## src/rtl/umep_pkg.sv

```systemverilog
// Package: shared types, constants and helpers of the USB-MIDI event packetizer.
`default_nettype none

package umep_pkg;

    localparam int STORE_BYTES_DEFAULT = 64;
    localparam int MAX_STORE_WORDS     = 16;

    localparam logic [6:0] MAX_PACKET_BYTES_RESET = 7'd64;
    // Rounded message sizes at or above this all compare the same way.
    localparam logic [7:0] NEED_SAT = 8'd128;

    localparam logic [7:0] SYSEX_START_BYTE = 8'hF0;
    localparam logic [7:0] SYSEX_END_BYTE   = 8'hF7;

    // USB-MIDI code index numbers for SysEx words
    localparam logic [3:0] CIN_SYSEX_CONT = 4'h4;
    localparam logic [3:0] CIN_SYSEX_END1 = 4'h5;
    localparam logic [3:0] CIN_SYSEX_END2 = 4'h6;
    localparam logic [3:0] CIN_SYSEX_END3 = 4'h7;

    typedef enum logic [1:0] {
        CMD_SHORT       = 2'd0,
        CMD_SYSEX_START = 2'd1,
        CMD_SYSEX_BYTE  = 2'd2,
        CMD_FLUSH       = 2'd3
    } cmd_t;

    typedef struct packed {
        cmd_t        cmd;
        logic [3:0]  device;
        logic [3:0]  cable;
        logic [7:0]  status_byte;
        logic [7:0]  data_first;
        logic [7:0]  data_second;
        logic [15:0] sysex_length;
        logic [7:0]  payload_byte;
    } in_t;

    typedef struct packed {
        logic [31:0] packet_word;
        logic [3:0]  out_device;
        logic        last_word;
    } out_t;

    // Store op from the front part to the store controller.
    typedef struct packed {
        logic        flush;   // emit pending words unconditionally
        logic        chk;     // emit first if fill + need reaches the packet size
        logic [7:0]  need;    // rounded message size in bytes, saturated
        logic [3:0]  dev;     // device for any packet this op emits
        logic [1:0]  nwords;  // words to place, 0..2
        logic [31:0] word0;
        logic [31:0] word1;
    } op_t;

    typedef enum logic [1:0] {
        BK_IDLE,
        BK_EMIT,
        BK_PLACE
    } bk_state_t;

    function automatic logic [3:0] sysex_end_code(input logic [1:0] nbytes);
        logic [3:0] code;
        case (nbytes)
            2'd1:    code = CIN_SYSEX_END1;
            2'd2:    code = CIN_SYSEX_END2;
            2'd3:    code = CIN_SYSEX_END3;
            default: code = CIN_SYSEX_CONT;
        endcase
        return code;
    endfunction

endpackage

`default_nettype wire

```

## src/rtl/umep_ram.sv

```systemverilog
// Generic single-write, single-read RAM with registered read data.
`default_nettype none

module umep_ram #(
    parameter int WIDTH = 32,
    parameter int DEPTH = 16
) (
    input  wire logic                     clk,
    input  wire logic                     we,
    input  wire logic [$clog2(DEPTH)-1:0] waddr,
    input  wire logic [WIDTH-1:0]         wdata,
    input  wire logic                     re,
    input  wire logic [$clog2(DEPTH)-1:0] raddr,
    output logic      [WIDTH-1:0]         rdata
);

    logic [WIDTH-1:0] mem_reg [DEPTH];

    always_ff @(posedge clk)
    begin
        if (we)
        begin
            mem_reg[waddr] <= wdata;
        end
        if (re)
        begin
            rdata <= mem_reg[raddr];
        end
    end

endmodule

`default_nettype wire

```

## src/rtl/umep_front.sv

```systemverilog
// Front part: classifies input beats and frames SysEx into event words.
`default_nettype none

module umep_front
    import umep_pkg::*;
(
    input  wire logic clk,
    input  wire logic rst_n,
    input  wire logic accept,
    input  wire in_t  item,
    output logic      op_valid,
    output op_t       op
);

    logic [16:0] sysex_left_reg, sysex_left_next;
    logic [23:0] chunk_reg, chunk_next;
    logic [1:0]  chunk_cnt_reg, chunk_cnt_next;
    logic [3:0]  sysex_cable_reg, sysex_cable_next;
    logic [3:0]  last_device_reg, last_device_next;

    // payload byte path
    logic [23:0] chunk1, chunk2, chunk_f;
    logic [2:0]  cnt1;
    logic [1:0]  cnt2, cnt_f;
    logic        chunk_full;
    logic [16:0] left1;
    logic        end_now;
    logic [31:0] word_cont, word_end;
    // sysex start path
    logic [16:0] len_round;
    logic [16:0] msg_bytes;

    always_comb
    begin
        chunk1     = chunk_reg | (24'(item.payload_byte) << {chunk_cnt_reg, 3'b000});
        cnt1       = 3'(chunk_cnt_reg) + 3'd1;
        chunk_full = (cnt1 == 3'd3);
        chunk2     = chunk_full ? 24'd0 : chunk1;
        cnt2       = chunk_full ? 2'd0 : cnt1[1:0];
        left1      = sysex_left_reg - 17'd1;
        end_now    = (left1 == 17'd1);
        chunk_f    = chunk2 | (24'(SYSEX_END_BYTE) << {cnt2, 3'b000});
        cnt_f      = cnt2 + 2'd1;
        word_cont  = {chunk1, sysex_cable_reg, CIN_SYSEX_CONT};
        word_end   = {chunk_f, sysex_cable_reg, sysex_end_code(cnt_f)};

        len_round = 17'(item.sysex_length) + 17'd5;
        msg_bytes = {len_round[16:2], 2'b00};

        sysex_left_next  = sysex_left_reg;
        chunk_next       = chunk_reg;
        chunk_cnt_next   = chunk_cnt_reg;
        sysex_cable_next = sysex_cable_reg;
        last_device_next = last_device_reg;

        op_valid  = 1'b0;
        op.flush  = 1'b0;
        op.chk    = 1'b0;
        op.need   = 8'd4;
        op.dev    = item.device;
        op.nwords = 2'd0;
        op.word0  = word_cont;
        op.word1  = word_end;

        case (item.cmd)
            CMD_SHORT:
            begin
                last_device_next = item.device;
                op_valid  = 1'b1;
                op.chk    = 1'b1;
                op.nwords = 2'd1;
                op.word0  = {item.data_second, item.data_first, item.status_byte,
                             item.cable, item.status_byte[7:4]};
            end
            CMD_SYSEX_START:
            begin
                // zero length start is dropped without touching state
                if (item.sysex_length != 16'd0)
                begin
                    last_device_next = item.device;
                    sysex_cable_next = item.cable;
                    sysex_left_next  = 17'(item.sysex_length) + 17'd1;
                    chunk_next       = 24'(SYSEX_START_BYTE);
                    chunk_cnt_next   = 2'd1;
                    op_valid = 1'b1;
                    op.chk   = 1'b1;
                    op.need  = (msg_bytes >= 17'(NEED_SAT)) ? NEED_SAT : msg_bytes[7:0];
                end
            end
            CMD_SYSEX_BYTE:
            begin
                op.dev = last_device_reg;
                // stray bytes outside a sysex are ignored
                if (sysex_left_reg >= 17'd2)
                begin
                    if (end_now)
                    begin
                        sysex_left_next = 17'd0;
                        chunk_next      = 24'd0;
                        chunk_cnt_next  = 2'd0;
                        op_valid        = 1'b1;
                        if (chunk_full)
                        begin
                            op.nwords = 2'd2;
                        end
                        else
                        begin
                            op.nwords = 2'd1;
                            op.word0  = word_end;
                        end
                    end
                    else
                    begin
                        sysex_left_next = left1;
                        chunk_next      = chunk2;
                        chunk_cnt_next  = cnt2;
                        if (chunk_full)
                        begin
                            op_valid  = 1'b1;
                            op.nwords = 2'd1;
                        end
                    end
                end
            end
            CMD_FLUSH:
            begin
                op_valid = 1'b1;
                op.flush = 1'b1;
            end
            default:
            begin
                op_valid = 1'b0;
            end
        endcase
    end

    always_ff @(posedge clk or negedge rst_n)
    begin
        if (!rst_n)
        begin
            sysex_left_reg  <= '0;
            chunk_reg       <= '0;
            chunk_cnt_reg   <= '0;
            sysex_cable_reg <= '0;
            last_device_reg <= '0;
        end
        else if (accept)
        begin
            sysex_left_reg  <= sysex_left_next;
            chunk_reg       <= chunk_next;
            chunk_cnt_reg   <= chunk_cnt_next;
            sysex_cable_reg <= sysex_cable_next;
            last_device_reg <= last_device_next;
        end
    end

endmodule

`default_nettype wire

```

## src/rtl/umep_opq.sv

```systemverilog
// Two-entry queue of work orders between the front part and the store controller.
`default_nettype none

module umep_opq
    import umep_pkg::*;
(
    input  wire logic clk,
    input  wire logic rst_n,
    input  wire logic wr_en,
    input  wire op_t  wr_op,
    output logic      full,
    input  wire logic rd_en,
    output logic      empty,
    output op_t       rd_op
);

    op_t        slot_reg [2];
    logic       wr_ptr_reg;
    logic       rd_ptr_reg;
    logic [1:0] count_reg;

    assign full  = (count_reg == 2'd2);
    assign empty = (count_reg == 2'd0);
    assign rd_op = slot_reg[rd_ptr_reg];

    always_ff @(posedge clk)
    begin
        if (wr_en)
        begin
            slot_reg[wr_ptr_reg] <= wr_op;
        end
    end

    always_ff @(posedge clk or negedge rst_n)
    begin
        if (!rst_n)
        begin
            wr_ptr_reg <= 1'b0;
            rd_ptr_reg <= 1'b0;
            count_reg  <= 2'd0;
        end
        else
        begin
            if (wr_en)
            begin
                wr_ptr_reg <= ~wr_ptr_reg;
            end
            if (rd_en)
            begin
                rd_ptr_reg <= ~rd_ptr_reg;
            end
            count_reg <= count_reg + 2'(wr_en) - 2'(rd_en);
        end
    end

endmodule

`default_nettype wire

```

## src/rtl/umep_back.sv

```systemverilog
// Back part: packet store control, packet emission and the result queue.
`default_nettype none

module umep_back
    import umep_pkg::*;
#(
    parameter int STORE_BYTES = STORE_BYTES_DEFAULT
) (
    input  wire logic       clk,
    input  wire logic       rst_n,
    input  wire logic [6:0] max_packet_bytes,
    input  wire logic       op_valid,
    input  wire op_t        op,
    output logic            op_done,
    output out_t            result,
    output logic            empty,
    input  wire logic       pop
);

    localparam int STORE_WORDS = ((STORE_BYTES / 4) < MAX_STORE_WORDS) ?
                                 (STORE_BYTES / 4) : MAX_STORE_WORDS;
    localparam int AW = $clog2(STORE_WORDS);
    localparam int FW = $clog2(STORE_WORDS + 1);

    bk_state_t   state_reg, state_next;
    logic [FW-1:0] fill_reg, fill_next;
    logic [AW-1:0] rd_idx_reg, rd_idx_next;
    logic [3:0]    em_dev_reg, em_dev_next;
    logic          wi_reg, wi_next;

    logic          rd_pend_reg;
    logic [3:0]    pend_dev_reg;
    logic          pend_last_reg;

    out_t          res_reg [2];
    logic          res_wr_ptr_reg;
    logic          res_rd_ptr_reg;
    logic [1:0]    res_cnt_reg;

    logic          pop_fire;
    logic          issue;
    logic          rd_en;
    logic          rd_last;
    logic          we;
    logic [31:0]   wdata;
    logic [31:0]   rdata;
    logic [8:0]    need_sum;
    logic          emit_req;

    assign pop_fire = pop && (res_cnt_reg != 2'd0);
    assign empty    = (res_cnt_reg == 2'd0);
    assign result   = res_reg[res_rd_ptr_reg];

    // room check counts the read already in flight
    assign issue    = (3'(res_cnt_reg) + 3'(rd_pend_reg) - 3'(pop_fire)) < 3'd2;
    assign rd_last  = (rd_idx_reg == AW'(fill_reg - FW'(1)));
    assign need_sum = 9'({fill_reg, 2'b00}) + 9'(op.need);
    assign emit_req = op.flush || (op.chk && (need_sum >= 9'(max_packet_bytes)));
    assign wdata    = wi_reg ? op.word1 : op.word0;

    always_comb
    begin
        state_next  = state_reg;
        fill_next   = fill_reg;
        rd_idx_next = rd_idx_reg;
        em_dev_next = em_dev_reg;
        wi_next     = wi_reg;
        op_done     = 1'b0;
        rd_en       = 1'b0;
        we          = 1'b0;

        case (state_reg)
            BK_IDLE:
            begin
                if (op_valid)
                begin
                    wi_next = 1'b0;
                    if (emit_req && (fill_reg != '0))
                    begin
                        state_next  = BK_EMIT;
                        rd_idx_next = '0;
                        em_dev_next = op.dev;
                    end
                    else if (op.nwords != 2'd0)
                    begin
                        if (emit_req)
                        begin
                            fill_next = '0;
                        end
                        state_next = BK_PLACE;
                    end
                    else
                    begin
                        op_done = 1'b1;
                    end
                end
            end
            BK_EMIT:
            begin
                if (issue)
                begin
                    rd_en       = 1'b1;
                    rd_idx_next = rd_idx_reg + AW'(1);
                    if (rd_last)
                    begin
                        fill_next = '0;
                        if ({1'b0, wi_reg} < op.nwords)
                        begin
                            state_next = BK_PLACE;
                        end
                        else
                        begin
                            state_next = BK_IDLE;
                            op_done    = 1'b1;
                        end
                    end
                end
            end
            BK_PLACE:
            begin
                if (fill_reg == FW'(STORE_WORDS))
                begin
                    // store full: send it out before this word goes in
                    state_next  = BK_EMIT;
                    rd_idx_next = '0;
                    em_dev_next = op.dev;
                end
                else
                begin
                    we        = 1'b1;
                    fill_next = fill_reg + FW'(1);
                    if (2'(wi_reg) + 2'd1 == op.nwords)
                    begin
                        state_next = BK_IDLE;
                        op_done    = 1'b1;
                    end
                    else
                    begin
                        wi_next = 1'b1;
                    end
                end
            end
            default:
            begin
                state_next = BK_IDLE;
            end
        endcase
    end

    umep_ram #(
        .WIDTH (32),
        .DEPTH (STORE_WORDS)
    ) u_store (
        .clk   (clk),
        .we    (we),
        .waddr (fill_reg[AW-1:0]),
        .wdata (wdata),
        .re    (rd_en),
        .raddr (rd_idx_reg),
        .rdata (rdata)
    );

    always_ff @(posedge clk or negedge rst_n)
    begin
        if (!rst_n)
        begin
            state_reg   <= BK_IDLE;
            fill_reg    <= '0;
            rd_idx_reg  <= '0;
            em_dev_reg  <= '0;
            wi_reg      <= 1'b0;
            rd_pend_reg <= 1'b0;
        end
        else
        begin
            state_reg   <= state_next;
            fill_reg    <= fill_next;
            rd_idx_reg  <= rd_idx_next;
            em_dev_reg  <= em_dev_next;
            wi_reg      <= wi_next;
            rd_pend_reg <= rd_en;
        end
    end

    always_ff @(posedge clk)
    begin
        if (rd_en)
        begin
            pend_dev_reg  <= em_dev_reg;
            pend_last_reg <= rd_last;
        end
        if (rd_pend_reg)
        begin
            res_reg[res_wr_ptr_reg] <= '{packet_word: rdata,
                                         out_device:  pend_dev_reg,
                                         last_word:   pend_last_reg};
        end
    end

    always_ff @(posedge clk or negedge rst_n)
    begin
        if (!rst_n)
        begin
            res_wr_ptr_reg <= 1'b0;
            res_rd_ptr_reg <= 1'b0;
            res_cnt_reg    <= 2'd0;
        end
        else
        begin
            if (rd_pend_reg)
            begin
                res_wr_ptr_reg <= ~res_wr_ptr_reg;
            end
            if (pop_fire)
            begin
                res_rd_ptr_reg <= ~res_rd_ptr_reg;
            end
            res_cnt_reg <= res_cnt_reg + 2'(rd_pend_reg) - 2'(pop_fire);
        end
    end

endmodule

`default_nettype wire

```

## src/rtl/usb_midi_event_packetizer.sv

```systemverilog
// Top level of the USB-MIDI event packetizer.
//
// Input side is a queue: drive an item and push; the beat is taken when full is low.
// Commands: short message, SysEx start (with payload length), one SysEx payload
// byte, flush. The front part frames SysEx into F0 ... F7 chunks of three bytes
// and turns each beat combinationally into at most one store op.
// A two-entry op queue decouples it from the store controller, which keeps up
// to STORE_BYTES/4 (at most 16) words in a RAM and emits them as a packet.
// Result side is a queue too: while empty is low the oldest result word sits on
// result; pop takes it. last_word marks the final word of each packet.
// Throughput: a beat that places a word passes the store controller's decide
// and write steps; a packet drains at one word per cycle while pop stays high,
// through a two-entry result queue behind the RAM's registered read port.
// A packet's first word passes the op queue, emit state, RAM read and result queue.
// A stalled result side stops the drain; the op queue then fills and full rises.
// Reset clears all control state and max_packet_bytes to 64; store contents
// are not cleared, the fill count makes stale entries unreachable.
// cfg_we writes max_packet_bytes into a register, meant for idle periods.
`default_nettype none

module usb_midi_event_packetizer
    import umep_pkg::*;
#(
    parameter int STORE_BYTES = STORE_BYTES_DEFAULT
) (
    input  wire logic       clk,
    input  wire logic       rst_n,
    input  wire logic       push,
    output logic            full,
    input  wire in_t        item,
    output logic            empty,
    input  wire logic       pop,
    output out_t            result,
    input  wire logic       cfg_we,
    input  wire logic [6:0] cfg_wdata
);

    logic [6:0] max_packet_bytes_reg;

    logic accept;
    logic front_op_valid;
    op_t  front_op;
    logic opq_empty;
    op_t  head_op;
    logic op_done;

    // Beats with no store effect (stray bytes, zero-length start) are still taken.
    assign accept = push && !full;

    always_ff @(posedge clk or negedge rst_n)
    begin
        if (!rst_n)
        begin
            max_packet_bytes_reg <= MAX_PACKET_BYTES_RESET;
        end
        else if (cfg_we)
        begin
            max_packet_bytes_reg <= cfg_wdata;
        end
    end

    umep_front u_front (
        .clk      (clk),
        .rst_n    (rst_n),
        .accept   (accept),
        .item     (item),
        .op_valid (front_op_valid),
        .op       (front_op)
    );

    umep_opq u_opq (
        .clk   (clk),
        .rst_n (rst_n),
        .wr_en (accept && front_op_valid),
        .wr_op (front_op),
        .full  (full),
        .rd_en (op_done),
        .empty (opq_empty),
        .rd_op (head_op)
    );

    umep_back #(
        .STORE_BYTES (STORE_BYTES)
    ) u_back (
        .clk              (clk),
        .rst_n            (rst_n),
        .max_packet_bytes (max_packet_bytes_reg),
        .op_valid         (!opq_empty),
        .op               (head_op),
        .op_done          (op_done),
        .result           (result),
        .empty            (empty),
        .pop              (pop)
    );

endmodule

`default_nettype wire

```

## config.mk

```make
export PLATFORM = sky130hd
export DESIGN_NAME = usb_midi_event_packetizer
export DESIGN_NICKNAME = d
export VERILOG_FILES = /design/src/rtl/umep_pkg.sv /design/src/rtl/umep_ram.sv /design/src/rtl/umep_front.sv /design/src/rtl/umep_opq.sv /design/src/rtl/umep_back.sv /design/src/rtl/usb_midi_event_packetizer.sv
export SDC_FILE = /design/constraint.sdc
export NUM_CORES = 1
export LEC_CHECK = 0
export ABC_AREA = 1
export BUFFER_PORTS_ARGS = -buffer_cell sky130_fd_sc_hd__buf_2
export CAP_MARGIN = 20
export CORE_AREA = 2 2 282 493
export DETAILED_ROUTE_END_ITERATION = 8
export DIE_AREA = 0 0 284 495
export SLEW_MARGIN = 20
export SYNTH_ARGS = -nofsm -noshare
export SYNTH_HDL_FRONTEND = slang
export SYNTH_SLANG_ARGS = --single-unit
```

## constraint.sdc

```tcl
create_clock -name clk -period 8.1 [get_ports clk]
set_clock_uncertainty 0.1 [all_clocks]
set_input_delay 1.62 -clock clk [delete_from_list [all_inputs] [get_ports clk]]
set_output_delay 1.62 -clock clk [all_outputs]
set_load 0.01 [all_outputs]
```

==> summary.md <==
| Metric | Value |
|---|---|
| # hold bufs at CTS | 0 |
| GRT Overall Usage | 0.130 |
| Slew headroom | 0.220 |
| Post-Syn Nets | approximately 3.2k |
| Number of DRC markers in iteration 0 | about 1.7k |
| Routability cong. | 0.875 |
| Die X | around 280 um |
| Async S/R FF share, synth | 0.0967 |
| Total grt overflow | 0 |
| Largest net degree at the start of global routing | 179 |
| Run status | completed |
| DR WL/cell | ~18 um |
| Post-Synthesis Cells | 3054 |
| Avg Cell Area, Syn | about 12 um2 |
| Crit path largest cell delay | about 0.58 ns |
| Max_cap viols | 0 |
| Sequential fraction of the synthesis area | 0.692 |
| NumNets Final | 3238 |
| Max Freq | approximately 0.23 GHz |
| DRT Pass-1 Iters | 6 |
| Post-Route Setup TNS | 0 ns |
| DR vias/cell | 4.62 |
| Period utilization | 0.548 |
| Post-CTS resize count | 0 |
| H-tree depth | 3 |
| # Post-CTS Setup Buffers | 0 |
| Worst Tran Pin Value | between 1 and 1.5 ns |
| First-pass GRT wire length | ~140000 um |
| Cell mode on critical path | nand2_1 |
| Grt met2 use | 0.243 |
| # DRC | 0 |
| PortBufs | 108 |
| # fillers | roughly 14k |
| Final wirelength | roughly 93000 um |
| CP endpoint kind | flop |
| Core Rows | 180 |
| Post-Syn Area | roughly 37000 um2 |
| HPWL after DPL | 57900 um |
| CTS tree | done |
| Delay-heaviest family, CP | adder cells |
| Leakage | approximately 15 nW |
| Most numerous cell in the Yosys netlist | edfxtp_1 |
| CP max FO | between 70 and 80 |
| Final setup fails | 0 |
| Initial antenna violation count | 4 |
| Final Hold Fails | 0 |
| Top cell type by total area after synthesis | edfxtp_1 |
| Main synth FF type | edfxtp_1 |
| Critical path data required time | ~8.6 ns |
| RSZ-0062 raised after global routing | no |
| Setup Slack @ Placement | approximately 3.2 ns |
| Total CTS buffers | 73 |
| Largest cells by area after synthesis | edfxtp_1, dfrtp_1, nand2_1, o21ai_0, mux2i_1 |
| Routed vias | around 23k |
| Top Usage Layer GRT | met2 |
| Number of flops mapped to enable cells by yosys | between 700 and 800 |
| Antenna viol nets, final | 0 |
| Grt met1 use | 0.147 |
| Minimum clock period | roughly 4.4 ns |
| Top cell type's share of synthesized area | 0.636 |
| Clock latency on the worst-skew pair | 0.66 ns |
| Startpoint types | flop |
| Area Overhead vs Synth | 14.1% |
| Pwr dens | ~340 nW/um2 |
| Clk sinks | between 800 and 900 |
| Vias in the first global route | approximately 23k |
| CTS Root Cell | clkbuf_16 |
| Synth cell count leaders | edfxtp_1, nand2_1, o21ai_0, inv_1, a21oi_1 |
| Crit path buf inv count | 3 |
| Clock transition at path regs | about 0.06 ns |
| M3 GR Usage | 0.0170 |
| Share of layout cells above drive strength 1 | 0.106 |
| Slew Limit Fails | 0 |
| Io pins | approximately 110 |
| Die area | approximately 140000 um2 |
| Crit path kind | flop to flop |
| Die Y | a little under 500 um |
| Core area | 137000 um2 |
| Largest register FFs | 512 |
| YS warnings | 0 |
| CP Data Arrival Time | approximately 4.9 ns |
| Worst-case clock buffer depth | 3 |
| Worst vdd ir | around 0.26 mV |
| Worst Slack Setup Final | 3.66 ns |
| Yosys reg bits | 858 |
| Cell variety after synth | 47 |
| Hold crit path type | flop to flop |
| Highest-delay cell along the critical path | buf_4 |
| Starting Density | 0.267 |
==> worst reg2reg max path: stages (launching register included) <==
cell      delay [ns]
dfrtp_2         0.34
buf_4           0.58
inv_2           0.18
nand2_1         0.10
nand2_1         0.05
ha_1            0.24
fa_1            0.44
nand3_1         0.09
nand3_1         0.10
xor2_1          0.16
ha_1            0.31
nand2_1         0.07
nand2_1         0.04
o21bai_1        0.14
nor2_1          0.11
nand3_1         0.10
nand2_1         0.07
nand2_1         0.07
nand2_1         0.11
nand3_1         0.09
nand2_1         0.12
ha_1            0.24
inv_1           0.06
ha_1            0.15
xnor2_1         0.13
xor2_1          0.17
==> layout by cell type (no fill, tap or decap), types with 3 or more instances in the layout <==
| cell type | n |
|---|---|
| a21oi_1 | 206 |
| a22oi_1 | 20 |
| buf_2 | 108 |
| buf_4 | 61 |
| bufinv_16 | 4 |
| clkbuf_1 | 23 |
| clkbuf_16 | 73 |
| clkinv_1 | 15 |
| clkinv_2 | 8 |
| clkinvlp_4 | 3 |
| dfrtp_1 | 78 |
| edfxtp_1 | 775 |
| ha_1 | 32 |
| inv_1 | 283 |
| inv_2 | 7 |
| mux2i_1 | 129 |
| nand2_1 | 443 |
| nand3_1 | 103 |
| nand4_1 | 43 |
| nor2_1 | 172 |
| nor2_2 | 8 |
| nor2_4 | 18 |
| nor3_1 | 12 |
| nor3_2 | 4 |
| o211ai_1 | 133 |
| o21ai_0 | 324 |
| o21ai_1 | 5 |
| o22ai_1 | 16 |
| o22ai_2 | 15 |
| o31ai_1 | 3 |
| or2_2 | 6 |
| xnor2_1 | 5 |
| xor2_1 | 18 |
==> cells by family after synthesis <==
| family | share of synthesized area |
|---|---|
| XOR/XNOR | 0.00595 |
| AO/OA/AOI/OAI | 0.113 |
| adder cells (fa/ha/maj) | 0.0120 |
| multiplexers | 0.0353 |
| AND/OR/NAND/NOR | 0.0930 |
| flip-flops | 0.692 |
| buffers and inverters | 0.0488 |
==> through the flow <==
stage	hold slack, ns	instance area, um2	utilization	total power [mW]	instances
2_1_floorplan	0.321	36600	-	9.30	3054
3_3_place_gp	0.325	39400	0.288	10.8	4877
3_5_place_dp	0.330	39400	0.288	10.9	4877
4_1_cts	0.345	41700	0.305	14.3	5009
5_1_grt	0.349	41800	0.305	15.0	5012
6_report	0.343	41800	0.305	14.2	5012
==> cell type report <==
cell class | count | area, um2 | share of cell area
Sequential cell | 858 | 25400 | 0.607
Multi-Input combinational cell | 1736 | 9710 | 0.233
Tap cell | 1820 | 2280 | 0.0545
Clock buffer | 97 | 1930 | 0.0461
Inverter | 295 | 1110 | 0.0265
Timing Repair Buffer | 170 | 1020 | 0.0244
Clock inverter | 35 | 372 | 0.00889
Antenna cell | 1 | 2.50 | 0.0000599
==> power by group <==
part,leakage (nW),internal (mW),switching (mW)
clock,1.10,1.83,1.59
sequential,8.06,6.10,0.307
combinational,5.96,1.25,3.13
==> metal layers <==
layer | vias to the layer above | part of all wire
met5 | - | 0.00041
met4 | 6 | 0.035
met3 | 176 | 0.038
met2 | 571 | 0.53
met1 | 11400 | 0.39
li1 | 11000 | -
==> worst paths after layout <==
path	from	endpoint	slack, ns	cells past startpoint
setup / recovery	u_opq.rd_ptr_reg	u_opq.count_reg[1]	3.66	25
hold / removal	u_back.u_store.rdata[24]	u_back.res_reg[0][29]	0.34	0
setup reg to reg	u_opq.rd_ptr_reg	u_opq.count_reg[1]	3.66	25
hold reg to reg	u_back.u_store.rdata[24]	u_back.res_reg[0][29]	0.34	0
max in group asynchronous	rst_n	u_front.chunk_reg[0]	5.94	2
min in group asynchronous	rst_n	max_packet_bytes_reg[0]	0.80	1
Note: power is estimated with default switching activity, not from simulation.
